File: config.mk
export PLATFORM = sky130hd
export DESIGN_NAME = message_rate_limiter_core_flat
export DESIGN_NICKNAME = d
export VERILOG_FILES = /design/src/design/mrl_pkg.sv /design/src/design/mrl_req_if.sv /design/src/design/mrl_rsp_if.sv /design/src/design/message_rate_limiter_core.sv /design/src/flat_wrapper.sv
export VERILOG_INCLUDE_DIRS = /design/src /design/src/design
export SDC_FILE = /design/constraint.sdc
export NUM_CORES = 1
export LEC_CHECK = 0
export BUFFER_PORTS_ARGS = -buffer_cell sky130_fd_sc_hd__buf_2
export CORE_MARGIN = 4
export CORE_UTILIZATION = 50
export CTS_CLUSTER_SIZE = 24
export DETAILED_ROUTE_END_ITERATION = 10
export PLACE_DENSITY = 0.72
export SYNTH_ARGS = -nofsm -noshare
export SYNTH_HDL_FRONTEND = slang
export SYNTH_SLANG_ARGS = --single-unit
File: constraint.sdc
create_clock -name i_clk -period 14.8 [get_ports i_clk]
set_input_delay 2.96 -clock i_clk [delete_from_list [all_inputs] [get_ports i_clk]]
set_output_delay 2.96 -clock i_clk [all_outputs]
set_load 0.02 [all_outputs]
File: src/design/message_rate_limiter_core_defines.svh
// assertion macros for the message rate limiter core
// expects i_clk and i_rst_n in the scope of each use
`ifndef MESSAGE_RATE_LIMITER_CORE_DEFINES_SVH
`define MESSAGE_RATE_LIMITER_CORE_DEFINES_SVH

// consequent checked in the same cycle
`define MRL_ASSERT_NOW(label, ante, cons) \
    label: assert property (@(posedge i_clk) disable iff (!i_rst_n) (ante) |-> (cons)) \
        else $error("rate limiter check failed");

// consequent checked in the cycle after the antecedent
`define MRL_ASSERT_NEXT(label, ante, cons) \
    label: assert property (@(posedge i_clk) disable iff (!i_rst_n) (ante) |=> (cons)) \
        else $error("rate limiter check failed");

`endif

File: src/design/mrl_pkg.sv
// shared types and constants of the message rate limiter
// no dependencies
`timescale 1ns / 1ps

package mrl_pkg;

    typedef enum logic [1:0] {
        VERDICT_OK       = 2'd0,
        VERDICT_FLOODING = 2'd1,
        VERDICT_KICK     = 2'd2
    } t_verdict;

    typedef enum logic {
        REG_LIMIT_PER_WINDOW = 1'b0,
        REG_KICK_THRESHOLD   = 1'b1
    } t_reg_idx;

    localparam int unsigned TIME_W   = 32;
    localparam int unsigned Q_W      = 16;
    localparam int unsigned ELAPSED_W = 4;

    localparam logic [Q_W-1:0]       ONE_MESSAGE     = 16'd256;
    localparam logic [ELAPSED_W-1:0] MAX_ELAPSED     = 4'd8;
    localparam logic [Q_W-1:0]       ALLOWANCE_RESET = 16'd1280;
    localparam logic [Q_W-1:0]       LIMIT_RESET     = 16'd2048;
    localparam logic [Q_W-1:0]       KICK_RESET      = 16'd50;

endpackage

File: src/design/mrl_req_if.sv
// request channel of the message rate limiter: valid, ready, timestamp
// depends on mrl_pkg
`timescale 1ns / 1ps

interface mrl_req_if;
    logic                        valid;
    logic                        ready;
    logic [mrl_pkg::TIME_W-1:0]  now_seconds;

    modport source (output valid, output now_seconds, input ready);
    modport sink   (input valid, input now_seconds, output ready);
endinterface

File: src/design/mrl_rsp_if.sv
// response channel of the message rate limiter: valid, ready, verdict
// depends on mrl_pkg
`timescale 1ns / 1ps

interface mrl_rsp_if;
    logic               valid;
    logic               ready;
    mrl_pkg::t_verdict  verdict;

    modport source (output valid, output verdict, input ready);
    modport sink   (input valid, input verdict, output ready);
endinterface

File: src/design/message_rate_limiter_core.sv
// token-bucket message rate limiter, single module
// depends on mrl_pkg, mrl_req_if, mrl_rsp_if and the assertion macro header
//
// usage:
// - i_req carries one request per timestamp (now_seconds, whole seconds)
// - o_rsp returns one verdict per request, in order: ok, flooding or kick
// - i_cfg_we / i_cfg_idx / i_cfg_data write limit_per_window (index 0) and
//   kick_threshold (index 1); write only while no request is in flight
// - a taken request passes the input register, then the result register,
//   before its verdict shows on o_rsp
// - throughput: one request per cycle while o_rsp is ready; the bucket update (elapsed
//   clamp, 4x16 multiply, add, cap, spend) is combinational on the state registers
// - a stalled receiver holds the verdict in the result register; one more
//   request waits in the input register, then i_req.ready drops
// - synchronous reset: last time 0, allowance 5.0, overrun 0, limit 8.0,
//   kick threshold 50, both pipeline registers empty
`timescale 1ns / 1ps
`include "message_rate_limiter_core_defines.svh"

module message_rate_limiter_core (
    input  logic                       i_clk,
    input  logic                       i_rst_n,
    input  logic                       i_cfg_we,
    input  mrl_pkg::t_reg_idx          i_cfg_idx,
    input  logic [mrl_pkg::Q_W-1:0]    i_cfg_data,
    mrl_req_if.sink                    i_req,
    mrl_rsp_if.source                  o_rsp
);
    import mrl_pkg::*;

    logic                  r_in_valid;
    logic [TIME_W-1:0]     r_now;
    logic                  r_out_valid;
    t_verdict              r_verdict;

    logic [TIME_W-1:0]     r_last;
    logic [Q_W-1:0]        r_allowance;
    logic [Q_W-1:0]        r_overrun;
    logic [Q_W-1:0]        r_limit;
    logic [Q_W-1:0]        r_kick;

    logic [Q_W-1:0]        n_allowance;
    logic [Q_W-1:0]        n_overrun;
    t_verdict              n_verdict;

    logic                  fire;
    logic [TIME_W-1:0]     elapsed;
    logic [ELAPSED_W-1:0]  elapsed_clamped;
    logic [Q_W+ELAPSED_W-1:0] product;
    logic [Q_W:0]          gain;
    logic [Q_W+1:0]        level_raw;
    logic [Q_W-1:0]        level;
    logic [Q_W-1:0]        overrun_inc;

    // request in the input register moves on when the result slot is free
    assign fire        = r_in_valid && (!r_out_valid || o_rsp.ready);
    assign i_req.ready = !r_in_valid || fire;
    assign o_rsp.valid = r_out_valid;
    assign o_rsp.verdict = r_verdict;

    // elapsed time wraps; anything beyond eight seconds fills the bucket anyway
    assign elapsed         = r_now - r_last;
    assign elapsed_clamped = (elapsed > TIME_W'(MAX_ELAPSED)) ? MAX_ELAPSED
                                                              : elapsed[ELAPSED_W-1:0];
    assign product   = (Q_W+ELAPSED_W)'(elapsed_clamped) * (Q_W+ELAPSED_W)'(r_limit);
    assign gain      = product[Q_W+ELAPSED_W-1:3];
    assign level_raw = (Q_W+2)'(r_allowance) + (Q_W+2)'(gain);
    assign level     = (level_raw > (Q_W+2)'(r_limit)) ? r_limit : level_raw[Q_W-1:0];
    assign overrun_inc = (r_overrun == {Q_W{1'b1}}) ? r_overrun : r_overrun + Q_W'(1);

    always_comb begin
        n_allowance = r_allowance;
        n_overrun   = r_overrun;
        n_verdict   = VERDICT_OK;
        if (r_limit != '0) begin
            if (level < ONE_MESSAGE) begin
                n_overrun   = overrun_inc;
                n_allowance = level;
                n_verdict   = (overrun_inc > r_kick) ? VERDICT_KICK : VERDICT_FLOODING;
            end else begin
                n_overrun   = '0;
                n_allowance = level - ONE_MESSAGE;
            end
        end
    end

    always_ff @(posedge i_clk) begin
        if (!i_rst_n) begin
            r_in_valid  <= 1'b0;
            r_out_valid <= 1'b0;
            r_last      <= '0;
            r_allowance <= ALLOWANCE_RESET;
            r_overrun   <= '0;
            r_limit     <= LIMIT_RESET;
            r_kick      <= KICK_RESET;
        end else begin
            if (i_req.valid && i_req.ready) begin
                r_in_valid <= 1'b1;
            end else if (fire) begin
                r_in_valid <= 1'b0;
            end

            if (fire) begin
                r_out_valid <= 1'b1;
                r_last      <= r_now;
                r_allowance <= n_allowance;
                r_overrun   <= n_overrun;
            end else if (o_rsp.ready) begin
                r_out_valid <= 1'b0;
            end

            if (i_cfg_we) begin
                unique case (i_cfg_idx)
                    REG_LIMIT_PER_WINDOW: r_limit <= i_cfg_data;
                    REG_KICK_THRESHOLD:   r_kick  <= i_cfg_data;
                    default: ;
                endcase
            end
        end
    end

    always_ff @(posedge i_clk) begin
        if (i_req.valid && i_req.ready) begin
            r_now <= i_req.now_seconds;
        end
        if (fire) begin
            r_verdict <= n_verdict;
        end
    end

    `MRL_ASSERT_NEXT(a_fire_gives_result, fire, r_out_valid)
    `MRL_ASSERT_NEXT(a_disabled_keeps_bucket, fire && (r_limit == '0),
        $stable(r_allowance) && $stable(r_overrun))
    `MRL_ASSERT_NEXT(a_bucket_capped, fire && (r_limit != '0),
        r_allowance <= $past(r_limit))
    `MRL_ASSERT_NEXT(a_reject_means_empty, fire && (n_verdict != VERDICT_OK),
        (r_allowance < ONE_MESSAGE) && (r_overrun != '0))

endmodule

File: src/flat_wrapper.sv
// flat-port wrapper written by rule: the top's interface ports become plain ports
module message_rate_limiter_core_flat import mrl_pkg::*;
  (i_clk, i_rst_n, i_cfg_we, i_cfg_idx, i_cfg_data, i_req_valid, i_req_now_seconds, i_req_ready, o_rsp_valid, o_rsp_verdict, o_rsp_ready);
  mrl_req_if i_req_i ();
  mrl_rsp_if o_rsp_i ();
  input  logic i_clk;
  input  logic i_rst_n;
  input  logic i_cfg_we;
  input  mrl_pkg::t_reg_idx i_cfg_idx;
  input  logic [mrl_pkg::Q_W-1:0] i_cfg_data;
  input wire logic [$bits(i_req_i.valid)-1:0] i_req_valid;
  input wire logic [$bits(i_req_i.now_seconds)-1:0] i_req_now_seconds;
  output wire logic [$bits(i_req_i.ready)-1:0] i_req_ready;
  output wire logic [$bits(o_rsp_i.valid)-1:0] o_rsp_valid;
  output wire logic [$bits(o_rsp_i.verdict)-1:0] o_rsp_verdict;
  input wire logic [$bits(o_rsp_i.ready)-1:0] o_rsp_ready;
  assign i_req_i.valid = i_req_valid;
  assign i_req_i.now_seconds = i_req_now_seconds;
  assign i_req_ready = i_req_i.ready;
  assign o_rsp_valid = o_rsp_i.valid;
  assign o_rsp_verdict = o_rsp_i.verdict;
  assign o_rsp_i.ready = o_rsp_ready;
  message_rate_limiter_core u_core (.i_clk(i_clk), .i_rst_n(i_rst_n), .i_cfg_we(i_cfg_we), .i_cfg_idx(i_cfg_idx), .i_cfg_data(i_cfg_data), .i_req(i_req_i), .o_rsp(o_rsp_i));
endmodule
# After elaboration in Yosys (flattened, before gate mapping)
# Cells that the tools add are included.
[word_totals]
register_bits = 132
in_bits = 54
out_inout_bits = 4
word_cells = 43
[op_classes]
add_sub_neg = 4
n_mul = 1
order_cmp = 4
eq_ne = 1
mux = 10
bitwise = 1
n_reduce_logical = 13
[op_table]
columns = ["operator", "count"]
rows = [
  ["$mux 16", 4],
  ["$gt 32x4->1 const B", 1],
  ["$sub 32x32->32", 1],
  ["$mul 4x16->20", 1],
  ["$add 16x17->18", 1],
  ["$gt 18x16->1", 1],
  ["$add 16x1->16 const B", 1],
  ["$eq 16x16->1 const B", 1],
  ["$gt 16x16->1", 1],
  ["$lt 16x9->1 const B", 1],
  ["$reduce_bool 16->1", 1],
  ["$sub 16x9->16 const B", 1],
  ["$reduce_and 2->1", 4],
  ["$mux 1", 4],
  ["$mux 4", 1],
  ["$reduce_bool 2->1", 2],
  ["$logic_and 1x1->1", 2],
  ["$logic_not 1->1", 2],
  ["$logic_or 1x1->1", 2],
  ["$mux 2", 1],
  ["$not 1->1", 1],
]

# Depth between registers and ports, before layout
[logic_depth]
ltp_word = 9
mapped_depth = 58
ltp_nobuf = 54

# Worst setup path before layout
# No wires, ideal clock.
[synth_path]
kind = "reg-to-reg"
from = "reg u_core.r_now[0]"
to = "reg u_core.r_allowance[9]"
arrival_ns = 11.560
required_ns = 14.704
setup_slack_ns = 3.145
path_stages_with_launch = 56
n_path_buf = 4
cell_sequence = "edfxtp_1 > inv_1 > ha_1 > inv_1 > fa_1 > a21o_1 > a22o_1 > o211ai_1 > a31oi_1 > a221oi_1 > xor2_1 > nor4b_1 > nand4_1 > clkbuf_1 > nor2_1 > clkbuf_1 > nor2_1 > fa_1 > [20 not listed] > a21o_1 > a21oi_1 > o21ai_0 > a21o_1 > a21oi_1 > o22ai_1 > nor3_1 > o2111ai_1 > buf_6 > clkbuf_1 > mux2i_1 > ha_1 > inv_1 > or4_1 > or4_1 > mux2_4 > and2_4 > o41ai_2"
[synth_via]
elab_chain_cells = 9
word_cells_on_any_way = 10
[synth_rtl]
columns = ["element", "line", "source"]
rows = [
  ["start, declared", "message_rate_limiter_core.sv:32", "logic [TIME_W-1:0] r_now;"],
  ["start signal, assigned", "message_rate_limiter_core.sv:124", "r_now <= i_req.now_seconds;"],
  ["$sub 32x32->32 (*)", "message_rate_limiter_core.sv:62", "assign elapsed = r_now - r_last;"],
  ["$gt 32x4->1", "message_rate_limiter_core.sv:63", "assign elapsed_clamped = (elapsed > TIME_W'(MAX_ELAPSED)) ? MAX_ELAPSED"],
  ["$mux 4 (*)", "message_rate_limiter_core.sv:63", ""],
  ["$mul 4x16->20 (*)", "message_rate_limiter_core.sv:65", "assign product = (Q_W+ELAPSED_W)'(elapsed_clamped) * (Q_W+ELAPSED_W)'(r_limit);"],
  ["$add 16x17->18 (*)", "message_rate_limiter_core.sv:67", "assign level_raw = (Q_W+2)'(r_allowance) + (Q_W+2)'(gain);"],
  ["$gt 18x16->1", "message_rate_limiter_core.sv:68", "assign level = (level_raw > (Q_W+2)'(r_limit)) ? r_limit : level_raw[Q_W-1:0];"],
  ["$mux 16 (*)", "message_rate_limiter_core.sv:68", ""],
  ["$sub 16x9->16 or $lt 16x9->1 (tied branches)", "message_rate_limiter_core.sv:82, message_rate_limiter_core.sv:76", ""],
  ["$mux 16 (*)", "message_rate_limiter_core.sv:76", "if (level < ONE_MESSAGE) begin"],
  ["end signal, assigned", "message_rate_limiter_core.sv:106", "r_allowance <= n_allowance;"],
  ["end, declared", "message_rate_limiter_core.sv:37", "logic [Q_W-1:0] r_allowance;"],
]
# Every way passes the cells marked *; elsewhere a longest branch is shown, timed or not.
# A chain may end at the register's enable or synchronous reset.

# Worst setup path after layout
[layout_path]
from = "reg u_core.r_now[19]"
to = "reg u_core.r_overrun[9]"
[layout_via]
elab_chain_cells = 9
[layout_rtl]
columns = ["element", "line", "source"]
rows = [
  ["$sub 32x32->32 (*)", "message_rate_limiter_core.sv:62", ""],
  ["$gt 32x4->1 (*)", "message_rate_limiter_core.sv:63", ""],
  ["$mux 4 (*)", "message_rate_limiter_core.sv:63", ""],
  ["$mul 4x16->20 (*)", "message_rate_limiter_core.sv:65", ""],
  ["$add 16x17->18 (*)", "message_rate_limiter_core.sv:67", ""],
  ["$gt 18x16->1", "message_rate_limiter_core.sv:68", ""],
  ["$mux 16 (*)", "message_rate_limiter_core.sv:68", ""],
  ["$lt 16x9->1 (*)", "message_rate_limiter_core.sv:76", ""],
  ["$mux 16 (*)", "message_rate_limiter_core.sv:76", ""],
  ["end signal, assigned", "message_rate_limiter_core.sv:107", "r_overrun <= n_overrun;"],
  ["end, declared", "message_rate_limiter_core.sv:38", "logic [Q_W-1:0] r_overrun;"],
]
# Marked as above.

==> metrics.cfg <==
[drt]
initialDrtViolationCount = 903
post-route-drc-count = 0
wl_per_cell_um = 16.77
ant_nets = 0
first_pass_iters = 5
dr_total_vias = 10101
vias_per_cell = 5.845
drt-total-wl_um = 28970

[yosys]
netlist_instances = 1402
yosysSeqAreaShare = 0.2664
synth_cell_types = 80
synth_top_area_cell = dfxtp_1
yosys_warnings = 0
synth-seq-cells = 132
ys.flop_type = dfxtp_1
synth_area_per_cell_sq_um = 7.987
synth_top_cells_by_area = dfxtp_1 (18%), ha_1 (12%), edfxtp_1 (9.1%)
ys_async_sr_fraction = 0
netlist_area_sq_um = 11200
synth_edf_count = 34
yosysTopAreaCellShare = 0.1752
synth_nets = 1594

[clock_tree]
hold_buffers = 0
clk_latency_ps = 440
cts.clk_slew.worst_paths_ps = 70
cts-root-buf = clkbuf_16
cts.sinks = 132
tritoncts = done
htreeDepth = 4
cts_resized = 0
cts_setup_buffers = 0
numCtsBuffers = 17
clk_path_buf_depth = 2

[worst_setup_path]
crit_fanout = 29
crit_start = u_core.r_now[19]
cp-end-kind = register
r2r_start = u_core.r_now[19]
r2r-end = u_core.r_overrun[9]
cp_slowest_cell = nor2_1
cp_common_cell = a21o_1
cp.arrival_ps = 13600
slowest_delay_ps = 670
reg2regPathDepth = 48
reg2reg_slack_ps = 1570
worst_setup_path_start_kind = register
critPathCapture = u_core.r_overrun[9]
critical_path_required_ps = 15170
crit_type = reg2reg

[sta]
grt_setup_unrepaired = false
post-route-period-util = 0.8941
drv_slew = 0
hold_violations = 0
finClkSkew_ps = 12.35
max_freq_ghz = 0.07557
relSlewSlack = 0.3304
final-setup-viol-count = 0
fin_crit_ps = 13230
tightestPinTransition_ps = 1002
setup_tns_ps = 0

[finish]
final_nets = 1627
fill_cells = 2028
final_core_util = 0.5583
drive_above_1_share = 0.08011
diodes = 0
synthToLayoutAreaGrowth_pct = 9.475
final_area_sq_um = 12260
fin_cells = 1728

[global_route]
grt_overflow = 0
grtUsageTotal = 0.2352
grt_max_degree = 87
grt_first_pass_wirelength_um = 47450
antenna_found_initial = 0
first_global_vias = 9347

[power_and_ir_drop]
seq_power_share = 0.343
power_frac_clock = 0.353
swShare = 0.3517
power_density_nw_per_um2 = 96.67
peakVddDrop_uv = 72.95
cellInternalPower_mw = 0.7683
p_leak_nw = 5.203
finalPower_mw = 1.185
p_sw_mw = 0.4168
power_frac_comb = 0.304

[placed_design]
io_buffer_count = 57
dp_hpwl_um = 22260
dp_cells = 1696
place_congestion = 0.9558
placed_cell_area_sq_um = 11690

[die]
io_pins = 58
initial_utilization = 0.5100
die_w_um = 157.7
die_y_um = 157.7
rows = 54
design.die.area_sq_um = 24860
coreArea_sq_um = 21960

[outcome]
outcome = finished clean

[hold_path]
hp-class = reg2reg

[flow_run]
cap_viol_max_count = 0

-- worst min path at each step --
stage                                start                endpoint  slack (ps)  cells past startpoint
finish                    u_core.r_last[1]        u_core.r_last[1]         460                      2
global placement         u_core.r_last[26]       u_core.r_last[26]         450                      2
CTS                       u_core.r_last[5]        u_core.r_last[5]         470                      2
global route             u_core.r_last[14]       u_core.r_last[14]         490                      2
floorplan           u_core.r_allowance[11]  u_core.r_allowance[11]         430                      2
detailed placement       u_core.r_last[15]       u_core.r_last[15]         460                      2
-- routing by layer --
| metal | vias up | track usage | wire length [um] | share of wire |
|---|---|---|---|---|
| met5 | - | 0 | 0 | 0 |
| met4 | 0 | 0.07292 | 622 | 0.021 |
| met3 | 48 | 0.03280 | 1578 | 0.054 |
| met2 | 346 | 0.3604 | 12870 | 0.44 |
| met1 | 4721 | 0.3442 | 13910 | 0.48 |
| li1 | 4986 | - | - | - |
-- power groups by stage --
stage | clock [mW] | sequential, mW | combinational [mW]
6_report | 0.418 | 0.407 | 0.360
5_1_grt | 0.440 | 0.409 | 0.399
4_1_cts | 0.424 | 0.407 | 0.356
3_5_place_dp | 0 | 0.415 | 0.349
3_3_place_gp | 0 | 0.414 | 0.346
2_1_floorplan | 0 | 0.410 | 0.274
-- cells in the final DEF, fill, tap and decap left out, drive strengths merged, types with 5 or more instances in the layout --
cell | Yosys | final
nand2 | 221 | 221
inv | 114 | 126
ha | 108 | 108
nor2 | 103 | 103
dfxtp | 98 | 98
a21oi | 79 | 79
a21boi | 67 | 67
o21ai | 66 | 66
buf | 10 | 65
nor3 | 47 | 47
xnor2 | 47 | 47
edfxtp | 34 | 34
nand3 | 30 | 30
fa | 30 | 30
xor2 | 28 | 28
nand4 | 26 | 26
a21o | 25 | 25
clkbuf | 41 | 19
mux2i | 17 | 17
o211ai | 17 | 17
o21a | 16 | 16
nor4 | 15 | 15
and2 | 14 | 14
nand2b | 13 | 13
nor2b | 12 | 12
and3 | 11 | 11
o211a | 10 | 10
a211oi | 8 | 8
and4 | 7 | 7
nor3b | 6 | 6
a31oi | 6 | 6
o21bai | 6 | 6
or3 | 6 | 6
o22ai | 5 | 5
or2 | 5 | 5
-- cells by family after synthesis --
group	Yosys count	share of synthesized area
AO/OA/AOI/OAI	342	0.2059
multiplexers	19	0.01754
flip-flops	132	0.2664
adder cells (fa/ha/maj)	138	0.1743
AND/OR/NAND/NOR	528	0.2192
XOR/XNOR	75	0.05866
buffers and inverters	168	0.05799
-- critical path: cells and delay by family, from the launching register on --
family / cells / cell delay, ps
adders and majority gates: 7 / 2850
and+or+nand+nor: 11 / 3670
xor gates and xnor gates: 3 / 900
buffers and inverters: 5 / 680
AOI/OAI and AO/OA: 20 / 3860
muxes: 2 / 730
DFF: 1 / 400
-- area by class of cell --
type / instances / area (sq um) / area share
repair buffers: 65 / 345.3 / 0.02817
flip-flops and latches: 132 / 2983 / 0.2433
clock inverters: 13 / 105.1 / 0.008573
clock buffers: 19 / 464.2 / 0.03786
inverters: 117 / 439.2 / 0.03582
multi-input cells: 1102 / 7572 / 0.6177
well taps: 280 / 350.3 / 0.02858
-- state kept, by name, summed over array words and instances, names as in the netlist --
register,flops
u_core.o_rsp.valid,1
u_core.o_rsp.verdict,2
u_core.r_allowance,16
u_core.r_in_valid,1
u_core.r_kick,16
u_core.r_last,32
u_core.r_limit,16
u_core.r_now,32
u_core.r_overrun,16
-- through the flow --
stage	worst slack (ps)	hold slack, ps
after floorplan	3145	431.5
after global placement	2099	451.9
after detailed placement	1842	460.2
after CTS	1773	469.6
after global routing	797.2	485.3
final	1567	464.1
-- synth_stat cells (all sizes together), types with 8 or more instances --
| cell type | number |
|---|---|
| ha | 108 |
| o211ai | 17 |
| a21boi | 67 |
| nand2b | 13 |
| mux2i | 17 |
| a21oi | 79 |
| clkbuf | 41 |
| nor4 | 15 |
| buf | 10 |
| xnor2 | 47 |
| nor2b | 12 |
| o21a | 16 |
| a211oi | 8 |
| a21o | 25 |
| fa | 30 |
| xor2 | 28 |
| o211a | 10 |
| and2 | 14 |
| nand2 | 221 |
| dfxtp | 98 |
| nand3 | 30 |
| nor2 | 103 |
| and3 | 11 |
| inv | 114 |
| o21ai | 66 |
| nor3 | 47 |
| nand4 | 26 |
| edfxtp | 34 |
No activity file was read; power rests on OpenSTA's default activity.
